File: src/rtl/lfs_pkg.sv
// Shared types and constants of the line follower steering block.
`default_nettype none

package lfs_pkg;

   // Line side codes, used for line side, moving direction and last seen side.
   typedef enum logic [1:0] {
      SIDE_NONE     = 2'd0,
      SIDE_LEFT     = 2'd1,
      SIDE_RIGHT    = 2'd2,
      SIDE_STRAIGHT = 2'd3
   } side_type;

   // Motor command codes.
   typedef enum logic [1:0] {
      CMD_NONE  = 2'd0,
      CMD_STOP  = 2'd1,
      CMD_APPLY = 2'd2
   } cmd_type;

   localparam int CFG_BITS   = 12;
   localparam int DRIVE_BITS = 7;
   localparam int OUT_BITS   = 8;
   localparam int CSR_IDX_BITS = 3;

   typedef logic [CSR_IDX_BITS-1:0] csr_index_type;

   localparam csr_index_type CSR_LIFT_THRESHOLD = 3'd0;
   localparam csr_index_type CSR_MIN_CONTRAST   = 3'd1;
   localparam csr_index_type CSR_LIMIT_SEED     = 3'd2;
   localparam csr_index_type CSR_CRUISE_DRIVE   = 3'd3;
   localparam csr_index_type CSR_TURN_DRIVE     = 3'd4;

   localparam logic [CFG_BITS-1:0]   LIFT_RESET     = 12'd250;
   localparam logic [CFG_BITS-1:0]   CONTRAST_RESET = 12'd100;
   localparam logic [CFG_BITS-1:0]   SEED_RESET     = 12'd350;
   localparam logic [DRIVE_BITS-1:0] CRUISE_RESET   = 7'd60;
   localparam logic [DRIVE_BITS-1:0] TURN_RESET     = 7'd100;

   // Per channel control from the steering logic.
   typedef struct packed {
      logic update;     // an item leaves the input stage this cycle
      logic seed_load;  // lifted: reload both limits from the seed
   } chan_ctrl_type;

endpackage

`default_nettype wire

File: src/rtl/lfs_stream_if.sv
// Item channels of the line follower steering block: sample request and command result.
`default_nettype none

interface lfs_req_if;
   logic        valid;
   logic        ready;
   logic [11:0] left_sample;
   logic [11:0] right_sample;

   modport source (output valid, output left_sample, output right_sample, input ready);
   modport sink   (input valid, input left_sample, input right_sample, output ready);
endinterface

interface lfs_rsp_if;
   logic              valid;
   logic              ready;
   logic [1:0]        motor_command;
   logic signed [7:0] left_drive;
   logic signed [7:0] right_drive;
   logic [1:0]        side_seen;

   modport source (output valid, output motor_command, output left_drive,
                   output right_drive, output side_seen, input ready);
   modport sink   (input valid, input motor_command, input left_drive,
                   input right_drive, input side_seen, output ready);
endinterface

`default_nettype wire

File: src/rtl/line_follower_steering.sv
// Top level of the line follower steering block: adaptive thresholds and side tracker.
//
// Usage:
//   req_chan carries one left and one right reflectance sample per item.
//   rsp_chan returns one command item per request: motor command (none, stop
//   or apply), left and right drive in signed percent, and the line side.
//   csr_* is a write-only register port: csr_we, csr_index, csr_wdata.
//   Write registers only while no item is in flight.
// Timing:
//   Two stages: an input register, then the steering logic feeding the result
//   register, written as each item leaves the input stage. One item per cycle
//   sustained unless results stall; the limit and side state loop closes within
//   the single steering stage, so back-to-back items see updated state.
// Reset (synchronous, active high):
//   Both stages empty, registers back to their defaults, limits loaded with
//   the default seed, line side, direction and last seen side cleared.
// Backpressure:
//   A stalled result holds in the result register; the input stage holds its
//   item, and req_chan.ready drops only once both stages are full and stalled.
`default_nettype none

module line_follower_steering #(
   parameter int SAMPLE_BITS = 12
) (
   input  wire logic                          clock,
   input  wire logic                          reset,
   lfs_req_if.sink                            req_chan,
   lfs_rsp_if.source                          rsp_chan,
   input  wire logic                          csr_we,
   input  wire lfs_pkg::csr_index_type        csr_index,
   input  wire logic [lfs_pkg::CFG_BITS-1:0]  csr_wdata
);

   localparam int CMP_BITS = (SAMPLE_BITS > lfs_pkg::CFG_BITS) ? SAMPLE_BITS
                                                               : lfs_pkg::CFG_BITS;

   // Configuration registers
   logic [lfs_pkg::CFG_BITS-1:0]   lift_ff, contrast_ff, seed_ff;
   logic [lfs_pkg::DRIVE_BITS-1:0] cruise_ff, turn_ff;

   // Input stage
   logic                   in_valid_ff;
   logic [SAMPLE_BITS-1:0] left_ff, right_ff;

   // Steering state
   lfs_pkg::side_type line_side_ff, line_side_in;
   lfs_pkg::side_type direction_ff, direction_in;
   lfs_pkg::side_type last_seen_ff, last_seen_in;

   // Result stage
   logic                             out_valid_ff;
   lfs_pkg::cmd_type                 cmd_ff, cmd_in;
   logic [lfs_pkg::OUT_BITS-1:0]     left_drive_ff, left_drive_in;
   logic [lfs_pkg::OUT_BITS-1:0]     right_drive_ff, right_drive_in;

   logic                   advance, lifted, left_sees, right_sees;
   logic [SAMPLE_BITS-1:0] seed_masked;
   logic [lfs_pkg::OUT_BITS-1:0] turn_pos, turn_neg, cruise_ext;
   lfs_pkg::chan_ctrl_type chan_ctrl;

   // Item moves from input stage to result stage when the result slot is free.
   assign advance        = in_valid_ff && (!out_valid_ff || rsp_chan.ready);
   assign req_chan.ready = !in_valid_ff || advance;

   assign lifted = (CMP_BITS'(left_ff) < CMP_BITS'(lift_ff))
                   || (CMP_BITS'(right_ff) < CMP_BITS'(lift_ff));

   assign seed_masked = SAMPLE_BITS'(seed_ff);
   assign chan_ctrl   = '{update: advance, seed_load: lifted};

   lfs_channel #(.SAMPLE_BITS(SAMPLE_BITS)) u_left (
      .clock     (clock),
      .reset     (reset),
      .ctrl      (chan_ctrl),
      .sample    (left_ff),
      .seed      (seed_masked),
      .contrast  (contrast_ff),
      .sees_line (left_sees)
   );

   lfs_channel #(.SAMPLE_BITS(SAMPLE_BITS)) u_right (
      .clock     (clock),
      .reset     (reset),
      .ctrl      (chan_ctrl),
      .sample    (right_ff),
      .seed      (seed_masked),
      .contrast  (contrast_ff),
      .sees_line (right_sees)
   );

   // Drive values; turn drive negated in 8 bits.
   assign turn_pos   = lfs_pkg::OUT_BITS'(turn_ff);
   assign turn_neg   = lfs_pkg::OUT_BITS'(8'd0 - turn_pos);
   assign cruise_ext = lfs_pkg::OUT_BITS'(cruise_ff);

   // Side tracker and command select
   always_comb begin
      line_side_in   = line_side_ff;
      direction_in   = direction_ff;
      last_seen_in   = last_seen_ff;
      cmd_in         = lfs_pkg::CMD_NONE;
      left_drive_in  = '0;
      right_drive_in = '0;

      if (lifted) begin
         // Robot lifted: stop, forget the line, keep last seen side
         line_side_in = lfs_pkg::SIDE_NONE;
         direction_in = lfs_pkg::SIDE_NONE;
         cmd_in       = lfs_pkg::CMD_STOP;
      end else begin
         if (left_sees && right_sees)
            line_side_in = lfs_pkg::SIDE_STRAIGHT;
         else if (left_sees)
            line_side_in = lfs_pkg::SIDE_LEFT;
         else if (right_sees)
            line_side_in = lfs_pkg::SIDE_RIGHT;
         else if ((line_side_ff == lfs_pkg::SIDE_RIGHT) && (direction_ff == lfs_pkg::SIDE_RIGHT))
            line_side_in = lfs_pkg::SIDE_STRAIGHT;
         else if ((line_side_ff == lfs_pkg::SIDE_LEFT) && (direction_ff == lfs_pkg::SIDE_LEFT))
            line_side_in = lfs_pkg::SIDE_STRAIGHT;
         else
            line_side_in = lfs_pkg::SIDE_NONE;

         // Remember where the line was when it was last in view
         if (line_side_ff != lfs_pkg::SIDE_NONE) begin
            if (line_side_in == lfs_pkg::SIDE_NONE)
               last_seen_in = line_side_ff;
            else
               last_seen_in = line_side_in;
         end

         if (line_side_in == lfs_pkg::SIDE_NONE) begin
            // Line lost: pivot back toward the last seen side
            if (last_seen_in == lfs_pkg::SIDE_RIGHT) begin
               direction_in   = lfs_pkg::SIDE_RIGHT;
               cmd_in         = lfs_pkg::CMD_APPLY;
               left_drive_in  = turn_pos;
               right_drive_in = turn_neg;
            end else if (last_seen_in == lfs_pkg::SIDE_LEFT) begin
               direction_in   = lfs_pkg::SIDE_LEFT;
               cmd_in         = lfs_pkg::CMD_APPLY;
               left_drive_in  = turn_neg;
               right_drive_in = turn_pos;
            end
         end else begin
            direction_in   = lfs_pkg::SIDE_STRAIGHT;
            cmd_in         = lfs_pkg::CMD_APPLY;
            left_drive_in  = cruise_ext;
            right_drive_in = cruise_ext;
         end
      end
   end

   always_ff @(posedge clock) begin
      if (reset) begin
         lift_ff      <= lfs_pkg::LIFT_RESET;
         contrast_ff  <= lfs_pkg::CONTRAST_RESET;
         seed_ff      <= lfs_pkg::SEED_RESET;
         cruise_ff    <= lfs_pkg::CRUISE_RESET;
         turn_ff      <= lfs_pkg::TURN_RESET;
         in_valid_ff  <= 1'b0;
         out_valid_ff <= 1'b0;
         line_side_ff <= lfs_pkg::SIDE_NONE;
         direction_ff <= lfs_pkg::SIDE_NONE;
         last_seen_ff <= lfs_pkg::SIDE_NONE;
         cmd_ff       <= lfs_pkg::CMD_NONE;
      end else begin
         if (csr_we) begin
            case (csr_index)
               lfs_pkg::CSR_LIFT_THRESHOLD: lift_ff     <= csr_wdata;
               lfs_pkg::CSR_MIN_CONTRAST:   contrast_ff <= csr_wdata;
               lfs_pkg::CSR_LIMIT_SEED:     seed_ff     <= csr_wdata;
               lfs_pkg::CSR_CRUISE_DRIVE:   cruise_ff   <= csr_wdata[lfs_pkg::DRIVE_BITS-1:0];
               lfs_pkg::CSR_TURN_DRIVE:     turn_ff     <= csr_wdata[lfs_pkg::DRIVE_BITS-1:0];
               default: ;
            endcase
         end

         if (req_chan.ready)
            in_valid_ff <= req_chan.valid;

         if (advance) begin
            out_valid_ff <= 1'b1;
            line_side_ff <= line_side_in;
            direction_ff <= direction_in;
            last_seen_ff <= last_seen_in;
            cmd_ff       <= cmd_in;
         end else if (rsp_chan.ready) begin
            out_valid_ff <= 1'b0;
         end
      end
   end

   // Payload registers, no reset
   always_ff @(posedge clock) begin
      if (req_chan.valid && req_chan.ready) begin
         left_ff  <= SAMPLE_BITS'(req_chan.left_sample);
         right_ff <= SAMPLE_BITS'(req_chan.right_sample);
      end
      if (advance) begin
         left_drive_ff  <= left_drive_in;
         right_drive_ff <= right_drive_in;
      end
   end

   assign rsp_chan.valid         = out_valid_ff;
   assign rsp_chan.motor_command = cmd_ff;
   assign rsp_chan.left_drive    = left_drive_ff;
   assign rsp_chan.right_drive   = right_drive_ff;
   assign rsp_chan.side_seen     = line_side_ff;

endmodule

`default_nettype wire

File: src/rtl/lfs_channel.sv
// Adaptive min/max limit tracker and line detector for one reflectance channel.
`default_nettype none

module lfs_channel #(
   parameter int SAMPLE_BITS = 12
) (
   input  wire logic                           clock,
   input  wire logic                           reset,
   input  wire lfs_pkg::chan_ctrl_type         ctrl,
   input  wire logic [SAMPLE_BITS-1:0]         sample,
   input  wire logic [SAMPLE_BITS-1:0]         seed,
   input  wire logic [lfs_pkg::CFG_BITS-1:0]   contrast,
   output logic                                sees_line
);

   localparam int CMP_BITS = (SAMPLE_BITS > lfs_pkg::CFG_BITS) ? SAMPLE_BITS
                                                               : lfs_pkg::CFG_BITS;

   logic [SAMPLE_BITS-1:0] low_ff, low_in;
   logic [SAMPLE_BITS-1:0] high_ff, high_in;
   logic [SAMPLE_BITS-1:0] wide_low, wide_high, span;
   logic [SAMPLE_BITS:0]   sum;
   logic [SAMPLE_BITS-1:0] mid;

   // Widen the limits to include the sample, then test against the new span.
   always_comb begin
      wide_low  = (sample < low_ff)  ? sample : low_ff;
      wide_high = (sample > high_ff) ? sample : high_ff;
      span      = wide_high - wide_low;
      sum       = {1'b0, wide_high} + {1'b0, wide_low};
      mid       = sum[SAMPLE_BITS:1];
      sees_line = (wide_high >= wide_low)
                  && (CMP_BITS'(span) >= CMP_BITS'(contrast))
                  && (sample < mid);
      low_in    = ctrl.seed_load ? seed : wide_low;
      high_in   = ctrl.seed_load ? seed : wide_high;
   end

   always_ff @(posedge clock) begin
      if (reset) begin
         low_ff  <= SAMPLE_BITS'(lfs_pkg::SEED_RESET);
         high_ff <= SAMPLE_BITS'(lfs_pkg::SEED_RESET);
      end else if (ctrl.update) begin
         low_ff  <= low_in;
         high_ff <= high_in;
      end
   end

endmodule

`default_nettype wire
File: src/flat_wrapper.sv
// flat-port wrapper written by rule: the top's interface ports become plain ports
module line_follower_steering_flat 
#(
   parameter int SAMPLE_BITS = 12
)
  (clock, reset, csr_we, csr_index, csr_wdata, req_chan_valid, req_chan_left_sample, req_chan_right_sample, req_chan_ready, rsp_chan_valid, rsp_chan_motor_command, rsp_chan_left_drive, rsp_chan_right_drive, rsp_chan_side_seen, rsp_chan_ready);
  lfs_req_if req_chan_i ();
  lfs_rsp_if rsp_chan_i ();
  input  wire logic clock;
  input  wire logic reset;
  input  wire logic csr_we;
  input  wire lfs_pkg::csr_index_type csr_index;
  input  wire logic [lfs_pkg::CFG_BITS-1:0] csr_wdata;
  input wire logic [$bits(req_chan_i.valid)-1:0] req_chan_valid;
  input wire logic [$bits(req_chan_i.left_sample)-1:0] req_chan_left_sample;
  input wire logic [$bits(req_chan_i.right_sample)-1:0] req_chan_right_sample;
  output wire logic [$bits(req_chan_i.ready)-1:0] req_chan_ready;
  output wire logic [$bits(rsp_chan_i.valid)-1:0] rsp_chan_valid;
  output wire logic [$bits(rsp_chan_i.motor_command)-1:0] rsp_chan_motor_command;
  output wire logic [$bits(rsp_chan_i.left_drive)-1:0] rsp_chan_left_drive;
  output wire logic [$bits(rsp_chan_i.right_drive)-1:0] rsp_chan_right_drive;
  output wire logic [$bits(rsp_chan_i.side_seen)-1:0] rsp_chan_side_seen;
  input wire logic [$bits(rsp_chan_i.ready)-1:0] rsp_chan_ready;
  assign req_chan_i.valid = req_chan_valid;
  assign req_chan_i.left_sample = req_chan_left_sample;
  assign req_chan_i.right_sample = req_chan_right_sample;
  assign req_chan_ready = req_chan_i.ready;
  assign rsp_chan_valid = rsp_chan_i.valid;
  assign rsp_chan_motor_command = rsp_chan_i.motor_command;
  assign rsp_chan_left_drive = rsp_chan_i.left_drive;
  assign rsp_chan_right_drive = rsp_chan_i.right_drive;
  assign rsp_chan_side_seen = rsp_chan_i.side_seen;
  assign rsp_chan_i.ready = rsp_chan_ready;
  line_follower_steering #(.SAMPLE_BITS(SAMPLE_BITS)) u_core (.clock(clock), .reset(reset), .req_chan(req_chan_i), .rsp_chan(rsp_chan_i), .csr_we(csr_we), .csr_index(csr_index), .csr_wdata(csr_wdata));
endmodule
File: config.mk
export PLATFORM = sky130hd
export DESIGN_NAME = line_follower_steering_flat
export DESIGN_NICKNAME = d
export VERILOG_FILES = /design/src/rtl/lfs_pkg.sv /design/src/rtl/lfs_stream_if.sv /design/src/rtl/line_follower_steering.sv /design/src/rtl/lfs_channel.sv /design/src/flat_wrapper.sv
export SDC_FILE = /design/constraint.sdc
export NUM_CORES = 1
export LEC_CHECK = 0
export BUFFER_PORTS_ARGS = -buffer_cell sky130_fd_sc_hd__clkbuf_2
export CORE_ASPECT_RATIO = 0.75
export CORE_MARGIN = 5
export CORE_UTILIZATION = 45
export CTS_BUF_LIST = sky130_fd_sc_hd__clkbuf_2 sky130_fd_sc_hd__clkbuf_4 sky130_fd_sc_hd__clkbuf_8
export DETAILED_ROUTE_END_ITERATION = 7
export MAX_ROUTING_LAYER = met4
export PLACE_DENSITY = 0.59
export SKIP_CTS_REPAIR_TIMING = 1
export SLEW_MARGIN = 40
export SYNTH_ARGS = -nofsm -noshare
export SYNTH_HDL_FRONTEND = slang
export SYNTH_HIERARCHICAL = 1
export SYNTH_SLANG_ARGS = --single-unit
File: constraint.sdc
create_clock -name clock -period 10.22 [get_ports clock]
set_input_delay 1.533 -clock clock [delete_from_list [all_inputs] [get_ports clock]]
set_output_delay 1.533 -clock clock [all_outputs]
set_load 0.02 [all_outputs]
* Word level (Yosys, flattened, before mapping)
Cells that the tools add are included.
Storage, ports and cells: bits of input ports 44, output and inout bits 22, bits in registers 148
Operators by class: reductions and logical operators 27, bitwise logic cells 3, $lt $le $gt $ge 12, muxes and demuxes 34, $add $sub $neg 5, equal/unequal tests 11
Operator list (number):
- 12-bit 2-to-1 mux | 8
- 12-bit less-than comparator | 6
- 12-bit >= comparator | 4
- 2-bit 2-to-1 mux | 18
- 7-bit 2-to-1 mux | 5
- 12-bit by 12-bit adder with 13-bit output | 2
- 12-bit greater-than comparator | 2
- 12-bit subtractor | 2
- 2-bit AND reduction | 7
- 1-bit logical AND | 9
- 8-bit 2-to-1 mux | 1
- 1-bit by 7-bit subtractor with 8-bit output, first input constant | 1
- 2-bit by 1-bit == test with 1-bit output, second input constant | 3
- 2-bit == test, second input constant | 3
- 3-bit by 2-bit == test with 1-bit output, second input constant | 2
- 4-bit by 3-bit inequality test with 1-bit output, second input constant | 1
- 2-bit nonzero test | 2
- 4-bit OR reduction | 1
- 3-bit by 1-bit == test with 1-bit output, second input constant | 1
- 3-bit == test, second input constant | 1
- 3-bit zero test | 1
- 1-bit logical OR | 3
- 1-bit NOT | 3
- 1-bit zero test | 2
- other kinds (3) | 4

* Longest topological paths before layout
word-level depth 19, gate-level depth with buffers 39

* Modules after synthesis
Netlist, hierarchy kept.
Modules (own cells, without submodules):
- line_follower_steering | cells each 473, instances 1, area an instance 4499.3 um^2
- lfs_channel (u_core.u_left) | cells each 524, instances 1, area an instance 3848.7 um^2
- lfs_channel (u_core.u_right) | cells each 503, instances 1, area an instance 3728.6 um^2

* Worst setup path before layout
Ideal clock, no wire load.
path type reg2reg, from reg u_core.left_ff[8], to reg u_core.left_drive_ff (netlist bit u_core/rsp_chan.left_drive[2]) (data pin), path slack 2.527 ns, path buffers 2, cell stages (with the launch flop) 33, clock period less this slack 7.693 ns, arrival 7.423 ns, data required time 9.951 ns, cells stage by stage edfxtp_1 -> ha_1 -> and3_1 -> a221oi_2 -> o21ai_2 -> a21oi_1 -> clkbuf_1 -> clkbuf_1 -> nand2_1 -> o21ai_0 -> ha_1 -> inv_1 -> nor2_1 -> o21ai_0 -> o2111ai_2 -> a31o_1 -> a221o_1 -> nor2b_4 -> or4_1 -> ha_1 -> a21o_1 -> a21o_1 -> a211oi_1 -> o211ai_1 -> a221oi_1 -> nor2b_1 -> o41ai_1 -> inv_1 -> ha_1 -> inv_1 -> nand2_1 -> a221oi_1 -> nor3_1
Between the ends: longest elaborated chain between the ends 17, elaborated cells between the ends (all ways) 26, classes of those cells add/sub (2); order compare (6); eq/ne (2); mux (11); reduce/logical (5)
Ends and longest elaborated chain:
- start, declared | RTL line line_follower_steering.sv:43 | logic [SAMPLE_BITS-1:0] left_ff, right_ff;
- start signal, assigned | RTL line line_follower_steering.sv:197 | left_ff <= SAMPLE_BITS'(req_chan.left_sample);
- 12-bit greater-than comparator or 12-bit less-than comparator (tied branches) | RTL line lfs_channel.sv:28, lfs_channel.sv:27
- 12-bit 2-to-1 mux (on tied branches) | RTL line lfs_channel.sv:28, lfs_channel.sv:27
- 12-bit subtractor | RTL line lfs_channel.sv:29 | span = wide_high - wide_low;
- 12-bit >= comparator | RTL line lfs_channel.sv:33 | && (CMP_BITS'(span) >= CMP_BITS'(contrast))
- 1-bit logical AND | RTL line lfs_channel.sv:33
- 1-bit logical AND * | RTL line lfs_channel.sv:34 | && (sample < mid);
- named net u_core.left_sees | RTL line line_follower_steering.sv:56 | logic advance, lifted, left_sees, right_sees;
- 2-bit 2-to-1 mux or 1-bit logical AND (tied branches) | RTL line line_follower_steering.sv:113, line_follower_steering.sv:111
- [2 not listed]
- 2-bit zero test | RTL line line_follower_steering.sv:126, line_follower_steering.sv:132
- 2-bit 2-to-1 mux | RTL line line_follower_steering.sv:126 | if (line_side_in == lfs_pkg::SIDE_NONE)
- 2-bit 2-to-1 mux | RTL line line_follower_steering.sv:125 | if (line_side_ff != lfs_pkg::SIDE_NONE) begin
- 2-bit 2-to-1 mux | RTL line line_follower_steering.sv:105 | if (lifted) begin
- 2-bit by 1-bit == test with 1-bit output | RTL line line_follower_steering.sv:139 | end else if (last_seen_in == lfs_pkg::SIDE_LEFT) begin
- 7-bit 2-to-1 mux | RTL line line_follower_steering.sv:139
- 7-bit 2-to-1 mux | RTL line line_follower_steering.sv:134 | if (last_seen_in == lfs_pkg::SIDE_RIGHT) begin
- 7-bit 2-to-1 mux * | RTL line line_follower_steering.sv:132 | if (line_side_in == lfs_pkg::SIDE_NONE) begin
- end signal, assigned | RTL line line_follower_steering.sv:201 | left_drive_ff <= left_drive_in;
- end, declared | RTL line line_follower_steering.sv:53 | logic [lfs_pkg::OUT_BITS-1:0] left_drive_ff, left_drive_in;
The timed path passes the listed nets; every way through them passes the cells marked *. The select of a mux whose other input is x is not followed. A chain may end at the register's enable or synchronous reset.

* Worst setup path in the final report
from reg u_core.left_ff[8], to reg u_core.left_drive_ff (netlist bit u_core/rsp_chan.left_drive[5]) (data pin)
The elaborated chain is that of the path after synthesis.

==> impl_metrics.yaml <==
outcome:
  status: "finished, final reports clean"
timing:
  finalMaxSlewViolations: 0
  finalSetupTns_ns: 0
  worst_pin_slew_ns: 0.835
  hold-worst-slack_ns: 0.462
  fmax_mhz: 116
  setup_viol: 0
  period_share_pct: 84.2
  rsz0062_at_grt: "false"
  relSlewSlack_pct: 43.8
  min_period_ns: 8.61
  skew_ns: 0.0333
  finalHoldViolCount: 0
route:
  wl_met2_um: 15400
  vias: 11300
  top_layer: "met4"
  drt-wirelength-per-cell_um: 20.8
  antenna_left: 0
  dr.pass1.iters: 5
  wl_met3_um: 3690
  drc: 0
  viasPerCell: 5.99
  m1WireLength_um: 19600
  drt-total-wl_um: 39300
  dr.first_iter.drc_count: 1124
synth:
  synthArstFlopShare_pct: 0
  yosys-top-cells-area: "dfxtp_1 18%, ha_1 17%, edfxtp_1 9.7%, nand2_1 6.2%, a21oi_1 5.5%"
  yosys_warnings: 6
  yosys-top-cells-count: "199 x nand2_1, 162 x ha_1, 149 x inv_1, 133 x a21oi_1, 108 x dfxtp_1"
  syn-num-nets: 1710
  syn_avg_cell_area_um2: 8.05
  yosys_register_bits: 147
  synthCells: 1500
  ys_seq_area_share_pct: 27.6
  yosys.cell_types.count: 92
  yosysMostFrequentCell: "nand2_1"
  yosysTopAreaCell: "dfxtp_1"
  synth-edff-count: 39
  netlist.area_leader.share_pct: 17.9
  synth_top_flop_cell: "dfxtp_1"
  syn-cell-area_mm2: 0.0121
floorplan:
  die_h_um: 152
  rows: 51
  die_w_um: 199
  die_area_mm2: 0.0302
  start_util_pct: 46.0
  ios: 66
  core-area_mm2: 0.0262
cts:
  cts_tree: "yes"
  clock_path_buffers: 2
  numCtsBuffers: 17
  clk_latency_ns: 0.48
  cts_htree_levels: 4
  cts_sinks: 147
  clkTransAtPathRegs_ns: 0.10
  cts_root_buf: "clkbuf_8"
global_routing:
  antenna_found_initial: 0
  grt_usage_pct: 26.3
  grt_pass1_vias: 10400
  grt_overflow: 0
  grt_max_degree: 68
  grt_pass1_wl_um: 60900
worst_setup_path:
  path_delay_family: "compound AO/OA/AOI/OAI gates"
  critPathMaxStageDelay_ns: 0.70
  cp-end-kind: "flop"
  r2r_cells: 37
  crit_cells: 37
  worstPathMaxFanout: 16
  crit_type: "flop to flop"
  crit_path_top_delay_cell: "a21oi_1"
  cp_num_buf_inv: 5
  critPathArrivalTime_ns: 8.91
  critPathLaunchType: "flop"
  required_ns: 10.52
min_path:
  holdPathStages: 2
  hold_path.class: "flop to flop"
run:
  maxCapViolCount: 0
placed_design:
  gp_congestion: 0.996
  place_inst: 1859
  numPortBuffers: 65
  dp_hpwl_um: 30100
layout:
  multi_input_area_mm2: 0.00792
  drive_above_1_share_pct: 10.7
  fill_cells: 2568
  layout.cells.non_filler: 1891
  syn2layout_area_growth_pct: 8.69
  postLayoutCoreUtil_pct: 50.1
  final_nets: 1744
  antenna_cells: 0
  seq_area_mm2: 0.00333
pwr:
  leakage_nw: 5.67
  power.density_mw_per_mm2: 165
  finalPower_mw: 2.17
  ir_drop_mv: 0.0719
[routing by layer]
metal | vias up | global-route usage (%)
li1 | 5454 | -
met1 | 5327 | 40.9
met2 | 510 | 34.2
met3 | 31 | 6.12
met4 | 0 | 5.14
met5 | - | -
[state kept, by name (all words and copies together) (netlist names)]
signal and flops:
u_core/u_left/low_ff 12, u_core/turn_ff 7, u_core/contrast_ff 12, u_core/u_left/high_ff 12, u_core/cruise_ff 7, u_core/direction_ff 2
u_core/rsp_chan.motor_command 2, u_core/rsp_chan.right_drive 7, u_core/u_right/high_ff 12, u_core/rsp_chan.left_drive 8, u_core/rsp_chan.side_seen 2, u_core/in_valid_ff 1
u_core/seed_ff 12, u_core/left_ff 12, u_core/right_ff 12, u_core/lift_ff 12, u_core/u_right/low_ff 12, u_core/last_seen_ff 2
u_core/rsp_chan.valid 1
[layout make-up]
cell class	count	area share, %
multi-input cells	1136	60.3
flip-flops and latches	147	25.4
inverters	151	4.32
repair buffers	81	3.41
well taps	344	3.28
clock buffers	18	1.84
clock inverters	14	1.41
[placed cells by master, fill, tap and decap left out, types with 6 or more instances in the layout]
| cell | n |
|---|---|
| nand2_1 | 199 |
| ha_1 | 162 |
| inv_1 | 147 |
| a21oi_1 | 133 |
| dfxtp_1 | 108 |
| o21ai_0 | 98 |
| nor2_1 | 78 |
| clkbuf_2 | 64 |
| o211ai_1 | 52 |
| edfxtp_1 | 39 |
| nand2b_1 | 35 |
| a21o_1 | 32 |
| nor3_1 | 30 |
| xnor2_1 | 28 |
| nand3_1 | 24 |
| nand3b_1 | 20 |
| clkbuf_8 | 17 |
| buf_4 | 17 |
| o21a_1 | 17 |
| a211oi_1 | 14 |
| a211o_1 | 13 |
| a31oi_1 | 12 |
| nand4_1 | 11 |
| and3_1 | 10 |
| nor2b_1 | 9 |
| o31ai_1 | 8 |
| a221oi_1 | 8 |
| a311oi_1 | 8 |
| or3_1 | 7 |
| a21oi_2 | 7 |
| o21ai_1 | 6 |
| o41ai_2 | 6 |
| xor2_1 | 6 |
| nor4_1 | 6 |
[through the flow]
stage	area (um^2)	worst slack [ns]
final	13100	1.61
after global routing	13100	0.908
after CTS	13100	1.57
after detailed placement	12700	1.61
after global placement	12700	1.62
after floorplan	12100	2.53
[where the power goes]
| part | internal, mW | switching [mW] | leakage, nW | total (mW) |
|---|---|---|---|---|
| clock | 0.234 | 0.279 | 0.219 | 0.513 |
| sequential | 0.632 | 0.0332 | 1.26 | 0.665 |
| combinational | 0.380 | 0.614 | 4.20 | 0.994 |
| total | 1.25 | 0.926 | 5.67 | 2.17 |
[cells by family after synthesis]
logic type / after synthesis / synth area share [%]
xor gates and xnor gates: 34 / 2.47
buffers and inverters: 217 / 6.89
muxes: 2 / 0.166
AOI/OAI and AO/OA: 474 / 26.6
and+or+nand+nor: 458 / 18.6
DFF: 147 / 27.6
adders and majority gates: 168 / 17.6
[final timing paths]
check,from,endpoint,slack (ns)
max,u_core/left_ff[8],u_core/rsp_chan.left_drive[5],1.61
min,u_core/lift_ff[11],u_core/lift_ff[11],0.46
max reg2reg,u_core/left_ff[8],u_core/rsp_chan.left_drive[5],1.61
min reg2reg,u_core/lift_ff[11],u_core/lift_ff[11],0.46
[tightest hold or removal path: cells and delay by family (launching register included)]
family	cells	cell delay, ns
simple gates	1	0.05
compound gates	1	0.05
flops	1	0.32
(Power assumes the default switching activity.)
